<file path="src/rtl/core/tat_pkg.sv">
// Package for the tween animation table: actions, controller states and the
// command/status structs between controller and datapath. No dependencies.
`default_nettype none
package tat_pkg;
  typedef enum logic [1:0] {
    ACT_PUSH   = 2'd0,
    ACT_UPDATE = 2'd1,
    ACT_REMOVE = 2'd2,
    ACT_NONE   = 2'd3
  } action_e;

  typedef enum logic [3:0] {
    ST_IDLE, ST_RD, ST_RDW, ST_DIV, ST_MUL1, ST_MUL2, ST_MUL3, ST_EMIT,
    ST_SHIFT, ST_RESP
  } state_e;

  typedef struct packed {
    logic [7:0]  tag;
    logic [7:0]  subject;
    logic [31:0] start;
    logic [15:0] duration;
    logic [31:0] initial_v;
    logic [31:0] target_v;
  } entry_t;

  typedef struct packed {
    logic cap_in;     // latch input item
    logic rd;         // read entry at index
    logic load_e;     // latch read entry, start divider
    logic div_step;   // one divider step
    logic mul1;
    logic mul2;
    logic mul3;
    logic wr_push;    // write pushed entry at count
    logic shift_wr;   // write held entry at write index
  } dp_cmd_t;

  typedef struct packed {
    logic       div_done;
    logic       done_e;   // entry finishes now
    logic       tag_hit;
  } dp_sts_t;
endpackage
`default_nettype wire

</file>
<file path="src/rtl/core/tat_ctrl.sv">
// Controller of the tween table: sequences push, update walk and removal.
// Depends on tat_pkg.
`default_nettype none
module tat_ctrl #(
  parameter int unsigned DEPTH = 16,
  parameter int unsigned IW = 4
) (
  input  wire  logic            clk_i,
  input  wire  logic            rst_ni,
  input  wire  logic            in_valid_i,
  output logic                  in_ready_o,
  input  wire  logic [1:0]      action_i,
  input  wire  tat_pkg::dp_sts_t sts_i,
  output tat_pkg::dp_cmd_t      cmd_o,
  output logic [IW-1:0]         rd_idx_o,
  output logic [IW-1:0]         wr_idx_o,
  output logic [IW-1:0]         cnt_idx_o,
  output logic                  out_valid_o,
  input  wire  logic            out_ready_i,
  output logic                  o_vv_o,
  output logic                  o_fin_o,
  output logic                  o_ovf_o,
  output logic                  o_last_o
);
  tat_pkg::state_e st_q, st_d;
  logic [IW:0] cnt_q, cnt_d, ri_q, ri_d, wi_q, wi_d;
  tat_pkg::action_e act_q, act_d;
  logic ovf_q, ovf_d;

  assign rd_idx_o = ri_q[IW-1:0];
  assign wr_idx_o = wi_q[IW-1:0];
  assign cnt_idx_o = cnt_q[IW-1:0];

  always_ff @(posedge clk_i or negedge rst_ni) begin
    if (!rst_ni) begin
      st_q <= tat_pkg::ST_IDLE;
      cnt_q <= '0; ri_q <= '0; wi_q <= '0;
      act_q <= tat_pkg::ACT_NONE; ovf_q <= 1'b0;
    end else begin
      st_q <= st_d; cnt_q <= cnt_d; ri_q <= ri_d; wi_q <= wi_d;
      act_q <= act_d; ovf_q <= ovf_d;
    end
  end

  wire last_e = (ri_q + 1'b1) >= cnt_q;

  always_comb begin
    st_d = st_q; cnt_d = cnt_q; ri_d = ri_q; wi_d = wi_q;
    act_d = act_q; ovf_d = ovf_q;
    cmd_o = '0;
    in_ready_o = 1'b0; out_valid_o = 1'b0;
    o_vv_o = 1'b0; o_fin_o = 1'b0; o_ovf_o = 1'b0; o_last_o = 1'b0;
    unique case (st_q)
      tat_pkg::ST_IDLE: begin
        in_ready_o = 1'b1;
        if (in_valid_i) begin
          cmd_o.cap_in = 1'b1;
          act_d = tat_pkg::action_e'(action_i);
          ri_d = '0; wi_d = '0; ovf_d = 1'b0;
          if (action_i == tat_pkg::ACT_PUSH) begin
            st_d = tat_pkg::ST_SHIFT;
          end else if (action_i == tat_pkg::ACT_NONE || cnt_q == '0) begin
            st_d = tat_pkg::ST_RESP;
          end else begin
            st_d = tat_pkg::ST_RD;
          end
        end
      end
      tat_pkg::ST_RD: begin
        cmd_o.rd = 1'b1;
        st_d = tat_pkg::ST_RDW;
      end
      tat_pkg::ST_RDW: begin
        cmd_o.load_e = 1'b1;
        st_d = (act_q == tat_pkg::ACT_UPDATE) ? tat_pkg::ST_DIV : tat_pkg::ST_SHIFT;
        if (act_q == tat_pkg::ACT_REMOVE && sts_i.tag_hit) begin
          // Dropped entry: move on without writing it back.
          ri_d = ri_q + 1'b1;
          if (last_e) begin
            cnt_d = wi_q; st_d = tat_pkg::ST_RESP;
          end else begin
            st_d = tat_pkg::ST_RD;
          end
        end
      end
      tat_pkg::ST_DIV: begin
        if (sts_i.done_e || sts_i.div_done) st_d = tat_pkg::ST_MUL1;
        else cmd_o.div_step = 1'b1;
      end
      tat_pkg::ST_MUL1: begin cmd_o.mul1 = 1'b1; st_d = tat_pkg::ST_MUL2; end
      tat_pkg::ST_MUL2: begin cmd_o.mul2 = 1'b1; st_d = tat_pkg::ST_MUL3; end
      tat_pkg::ST_MUL3: begin cmd_o.mul3 = 1'b1; st_d = tat_pkg::ST_EMIT; end
      tat_pkg::ST_EMIT: begin
        out_valid_o = 1'b1; o_vv_o = 1'b1;
        o_fin_o = sts_i.done_e; o_last_o = last_e;
        if (out_ready_i) begin
          ri_d = ri_q + 1'b1;
          if (!sts_i.done_e) begin
            cmd_o.shift_wr = 1'b1; wi_d = wi_q + 1'b1;
          end
          if (last_e) begin
            cnt_d = sts_i.done_e ? wi_q : wi_q + 1'b1;
            st_d = tat_pkg::ST_IDLE;
          end else begin
            st_d = tat_pkg::ST_RD;
          end
        end
      end
      tat_pkg::ST_SHIFT: begin
        if (act_q == tat_pkg::ACT_PUSH) begin
          if (cnt_q >= (IW+1)'(DEPTH)) ovf_d = 1'b1;
          else begin cmd_o.wr_push = 1'b1; cnt_d = cnt_q + 1'b1; end
          st_d = tat_pkg::ST_RESP;
        end else begin
          // Kept entry of a removal: compact it.
          cmd_o.shift_wr = 1'b1; wi_d = wi_q + 1'b1; ri_d = ri_q + 1'b1;
          if (last_e) begin
            cnt_d = wi_q + 1'b1; st_d = tat_pkg::ST_RESP;
          end else begin
            st_d = tat_pkg::ST_RD;
          end
        end
      end
      tat_pkg::ST_RESP: begin
        out_valid_o = 1'b1; o_ovf_o = ovf_q; o_last_o = 1'b1;
        if (out_ready_i) st_d = tat_pkg::ST_IDLE;
      end
      default: st_d = tat_pkg::ST_IDLE;
    endcase
  end

`ifndef ASSERT_OFF
  a_cnt: assert property (@(posedge clk_i) disable iff (!rst_ni) cnt_q <= (IW+1)'(DEPTH))
    else $error("entry count above depth");
  a_wi: assert property (@(posedge clk_i) disable iff (!rst_ni) wi_q <= ri_q)
    else $error("write index passed read index");
  a_push: assert property (@(posedge clk_i) disable iff (!rst_ni)
    cmd_o.wr_push |=> cnt_q == $past(cnt_q) + 1'b1)
    else $error("push did not grow table");
`endif
endmodule
`default_nettype wire

</file>
<file path="config.mk">
export PLATFORM = sky130hd
export DESIGN_NAME = tat_ctrl
export DESIGN_NICKNAME = d
export VERILOG_FILES = /design/src/rtl/core/tat_pkg.sv /design/src/rtl/core/tat_ctrl.sv
export SDC_FILE = /design/constraint.sdc
export NUM_CORES = 1
export LEC_CHECK = 0
export BUFFER_PORTS_ARGS = -buffer_cell sky130_fd_sc_hd__buf_2
export CORE_MARGIN = 10
export CORE_UTILIZATION = 40
export CTS_CLUSTER_DIAMETER = 40
export DETAILED_ROUTE_END_ITERATION = 10
export PLACE_DENSITY_LB_ADDON = 0.05
export SLEW_MARGIN = 20
export SYNTH_ARGS = -nofsm -noshare
export SYNTH_HDL_FRONTEND = slang
export SYNTH_SLANG_ARGS = --single-unit
</file>
<file path="constraint.sdc">
create_clock -name clk_i -period 3.44 [get_ports clk_i]
set_input_delay 0 -clock clk_i [delete_from_list [all_inputs] [get_ports clk_i]]
set_output_delay 0 -clock clk_i [all_outputs]
set_load 0.02 [all_outputs]
</file>
## Yosys cells after proc, flatten, opt, wreduce, memory -nomap -nowiden

Index checks and enable logic that the tools add are counted.

| storage, ports and cells | value |
|---|---|
| flip-flop bits (word level) | 22 |
| bits in latches | 0 |
| memory bits (writable) | 0 |
| ROM bits | 0 |
| output and inout port bits | 27 |
| memories kept | 0 |

| cells by class | value |
|---|---|
| add/subtract/negate cells | 3 |
| $mul | 0 |
| div/mod/pow operators | 0 |
| order comparisons | 2 |
| equality and inequality tests | 24 |
| shifts and indexed selects | 0 |
| multiplexer cells | 55 |
| bitwise operators | 0 |
| reductions and logical operators | 18 |

Operators with widths:

| cell | count |
|---|---|
| $mux W5 | 14 |
| $mux W4 | 10 |
| $pmux W4 S10 | 1 |
| $pmux W5 S3 | 2 |
| $mux W1 | 24 |
| $ne A2 B2 Y1 const B | 10 |
| $pmux W5 S4 | 1 |
| $eq A4 B3 Y1 const B | 4 |
| $add A5 B1 Y5 const B | 3 |
| $reduce_and A4 Y1 | 3 |
| $eq A4 B2 Y1 const B | 2 |
| $eq A4 B4 Y1 const B | 2 |
| $reduce_and A7 Y1 | 1 |
| $ne A3 B3 Y1 const B | 2 |
| $pmux W1 S2 | 3 |
| $reduce_bool A3 Y1 | 2 |
| $ge A5 B5 Y1 | 1 |
| $ge A5 B5 Y1 const B | 1 |
| $logic_not A5 Y1 | 1 |
| $reduce_and A5 Y1 | 1 |
| $eq A2 B2 Y1 const B | 2 |
| $eq A4 B1 Y1 const B | 1 |
| $logic_not A2 Y1 | 2 |
| $logic_not A4 Y1 | 1 |
| other kinds (7) | 8 |

## Logic depth before layout (Yosys ltp)

| logic depth | value |
|---|---|
| depth in word-level cells | 6 |
| mapped depth | 8 |
| depth with buffers taken out | 8 |

## Worst setup path after synthesis

OpenSTA, ideal clock, no wires.

| timing | value |
|---|---|
| kind | register to register |
| start | register ri_q[0] |
| end | register cnt_q[0] |
| arrival | 2213 ps |
| slack | 1102 ps |
| stages on the path, launching flop included | 9 |
| path buffers | 0 |
| period minus slack after synthesis | 2338 ps |
| cell sequence | dfrtp_1 > ha_1 > xor2_1 > ha_1 > a21o_1 > a31oi_1 > o21ai_0 > o211ai_4 > mux2_2 |

| between the ends | value |
|---|---|
| cells in the longest elaborated chain, start to end | 4 |
| elaborated cells on any way between the ends | 6 |
| classes of those cells | add/sub (1); order compare (1); eq/ne (3); reduce/logical (1) |

Ends and longest elaborated chain:

| element | RTL line | source |
|---|---|---|
| start, declared | tat_ctrl.sv:26 | `logic [IW:0] cnt_q, cnt_d, ri_q, ri_d, wi_q, wi_d;` |
| start signal, assigned | tat_ctrl.sv:40 | `st_q <= st_d; cnt_q <= cnt_d; ri_q <= ri_d; wi_q <= wi_d;` |
| $add A5 B1 Y5 (*) | tat_ctrl.sv:45 | `wire last_e = (ri_q + 1'b1) >= cnt_q;` |
| $ge A5 B5 Y1 (*) | tat_ctrl.sv:45 |  |
| $ne A3 B3 Y1 (no line) / $ne A2 B2 Y1 (equally long branches) | -- |  |
| $reduce_and A7 Y1 (no line) (*) | -- |  |
| end signal, assigned | tat_ctrl.sv:40 |  |
| end, declared | tat_ctrl.sv:26 |  |

Mark *: on every way between the ends. The rest lies on a longest branch, timed or not.
A chain may end at the register's enable or synchronous reset.

## Worst setup path after layout

| timing | value |
|---|---|
| start | register ri_q[0] |
| end | output port o_last_o |

| between the ends | value |
|---|---|
| cells in the longest elaborated chain, start to end | 3 |

Ends and longest elaborated chain:

| element | RTL line | source |
|---|---|---|
| $add A5 B1 Y5 | tat_ctrl.sv:45 |  |
| $ge A5 B5 Y1 | tat_ctrl.sv:45 |  |
| $pmux W1 S2 | tat_ctrl.sv:53 | `unique case (st_q)` |
| end, declared | tat_ctrl.sv:23 | `output logic o_last_o` |

Every way passes these cells.

==> flow_metrics.tcl <==
set metrics [dict create \
    outcome "completed" \
    routed_via_density 5.60 \
    worstPathArrival_ns 2.59 \
    grt.total_usage 0.128 \
    first_pass_iters 4 \
    synth_edf_count 0 \
    drt_iter0_markers 129 \
    clk_pin_slew_ns 0.08 \
    die_y_um 87.7 \
    post_drt_wl_per_cell_um 16.5 \
    hold_class "in2reg" \
    synth_top_family_by_area "compound AO/OA/AOI/OAI gates" \
    worst_pin_slew_ns 0.650 \
    syn_avg_cell_area_um2 8.45 \
    hold-path-cell-count 2 \
    worstSetupPathType "reg2out" \
    h-tree-depth 1 \
    report.final.hold_viol_count 0 \
    peakVddDrop_uv 394 \
    p_leak_uw 0.000990 \
    layout-drive-gt1-share 0.226 \
    reg2reg_depth 8 \
    clock_tree.buffer_depth 2 \
    power.share.combinational 0.574 \
    synth-adder-area-share 0.0614 \
    powerDensity_nw_per_um2 805 \
    drc 0 \
    io_pins 36 \
    start_util 0.418 \
    cts-resized-gates 0 \
    cts_tree "yes" \
    syn2layout_area_growth_pct 9.62 \
    synth_flop_cell "dfrtp_1" \
    syn-num-nets 235 \
    synthCells 217 \
    final_core_util 0.459 \
    netlist_area_um2 1830 \
    slew_viol_final 0 \
    ant_nets 0 \
    finalSetupTns_ns 0 \
    port_buffers 35 \
    synth-compound-area-share 0.219 \
    rows 24 \
    swShare 0.495 \
    p_total_uw 1620 \
    min_period_ns 2.59 \
    switching_power_uw 802 \
    die_w_um 87.7 \
    critPathRequiredTime_ns 3.44 \
    antenna_found_initial 0 \
    dpl.hpwl_mm 3.62 \
    clock_sinks 22 \
    first_global_vias 1660 \
    fill_cells 446 \
    core_area_um2 4380 \
    muxShareOfSynthArea 0.0525 \
    post-route-period-util 0.752 \
    ys_seq_elements 22 \
    nNetsFinal 258 \
    clock_latency_ns 0.26 \
    root_buffer "clkbuf_8" \
    clockPowerShare 0.104 \
    cp-start-kind "register" \
    drv_cap 0 \
    synthSimpleGateAreaFrac 0.218 \
    setup_violations 0 \
    ys_async_sr_fraction 1.00 \
    dieArea_um2 7690 \
    yosysSeqAreaShare 0.302 \
    place.gp.congestion 0.790 \
    vias 1629 \
    routed_wl_mm 4.79 \
    n_antenna_cell 0 \
    endpoint_kind "output pin" \
    seq_power_share 0.321 \
    cts_buffers 3 \
    grt_pass1_wl_mm 8.04 \
    finClkSkew_ns 0.00373 \
    yosys_warnings 0 \
    grt_max_degree 23 \
    relSlewSlack 0.562 \
    grt_overflow 0 \
    intPower_uw 817 \
    grt_setup_unrepaired "no" \
    synth-xor-area-share 0.0477 \
    cp_max_fo 5 \
    fmax_mhz 386 \
    yosysUniqueCellTypes 51 \
]
per-layer routing:
| metal | GRT usage | wire length [um] | vias up |
|---|---|---|---|
| li1 | - | - | 802 |
| met1 | 0.171 | 2320 | 774 |
| met2 | 0.197 | 2070 | 49 |
| met3 | 0.0362 | 352 | 4 |
| met4 | 0.0348 | 37 | 0 |
| met5 | 0 | 0 | - |
metrics by stage:
| step | instance area, um2 | setup slack, ns | cells | hold slack [ns] |
|---|---|---|---|---|
| after floorplan | 1830 | 1.10 | 217 | -0.296 |
| after CTS | 2010 | 0.830 | 291 | 0.0111 |
| after global routing | 2010 | 0.639 | 291 | 0.0100 |
| final | 2010 | 0.853 | 291 | 0.0147 |
| after detailed placement | 1960 | 0.898 | 286 | 0.0164 |
| after global placement | 1960 | 0.924 | 286 | 0.0226 |
timing repair:
action,in CTS,in global routing
buffers inserted,0,0
hold endpoints to repair,20,0
hold buffers,1,0
logic make-up (layout without fill, tap and decap cells):
kind of cell    count (synthesis)  count (layout)
compound gates                 58              58
xor+xnor                       10              10
fa+ha+maj                       9               9
buf+inv                        34              56
flops                          22              22
mux                             9               9
simple gates                   75              75
area by class of cell:
class                      instances  area (um2)  share of cell area
clock buffer                       4        45.0              0.0224
inverter                          15        56.3              0.0280
multi-input combinational        161        1100               0.546
sequential                        22         553               0.275
tap                               52        65.1              0.0324
timing repair buffer              37         193              0.0958
worst max-delay path, cell delays in order, from the launching register on:
cell	delay [ns]
dfrtp_1	0.43
ha_1	0.27
xor2_1	0.16
ha_1	0.30
a21o_1	0.11
a31oi_1	0.04
o21ai_0	0.55
a21oi_1	0.18
nor2b_1	0.13
buf_2	0.17
sequential cells by signal, summed over array words and instances, names as in the netlist:
| signal | cells |
|---|---|
| cnt_q | 5 |
| wi_q | 5 |
| ovf_q | 1 |
| act_q | 2 |
| ri_q | 5 |
| st_q | 4 |
power groups by stage:
stage          registers (uW)  logic (uW)  clock network [uW]
2_1_floorplan             438         829                   0
3_3_place_gp              524         944                   0
3_5_place_dp              525         933                   0
4_1_cts                   519         939                 177
5_1_grt                   543        1040                 191
6_report                  520         930                 169
synthesized netlist by cell type (all sizes together) (3+ instances only):
cell | instances | share of area
mux2i | 4 | 0.022
nand3 | 10 | 0.027
inv | 14 | 0.029
nand2 | 14 | 0.029
a31oi | 3 | 0.010
nor2b | 3 | 0.010
a21oi | 13 | 0.038
xnor2 | 8 | 0.038
ha | 9 | 0.061
mux2 | 5 | 0.031
a21o | 5 | 0.020
o21ai | 14 | 0.038
nor3 | 8 | 0.028
buf | 15 | 0.061
a22o | 3 | 0.014
clkbuf | 4 | 0.0082
nand2b | 9 | 0.031
nor2 | 19 | 0.042
o2bb2ai | 3 | 0.014
dfrtp | 20 | 0.27
cell usage in the layout, fill, tap and decap left out, drive strengths merged, types with 2 or more instances in the layout:
master    n
a221oi    2
nor2b     3
a22oi     2
inv      14
a31oi     3
xnor2     8
clkbuf    4
a211oi    2
buf      36
and3b     2
a22o      3
nor4      2
a21oi    13
nand2    14
o2bb2ai   3
nand3    10
o21ai    14
ha        9
o211ai    2
nor2     19
dfrtp    20
a21o      5
mux2i     4
nor3      8
mux2      5
xor2      2
dfstp     2
nand2b    9
o21a      2
or4b      2
o31ai     2
path summary, 6_finish.rpt:
check,slack (ns),to,start
min in group asynchronous,0.25,wi_q[3],rst_ni
worst min-delay path,0.01,act_q[0],action_i[0]
worst min register to register,0.50,ovf_q,ovf_q
worst max-delay path,0.85,o_last_o,ri_q[0]
worst max register to register,0.88,cnt_q[2],ri_q[0]
max in group asynchronous,2.82,act_q[1],rst_ni
(Power assumes the default switching activity.)
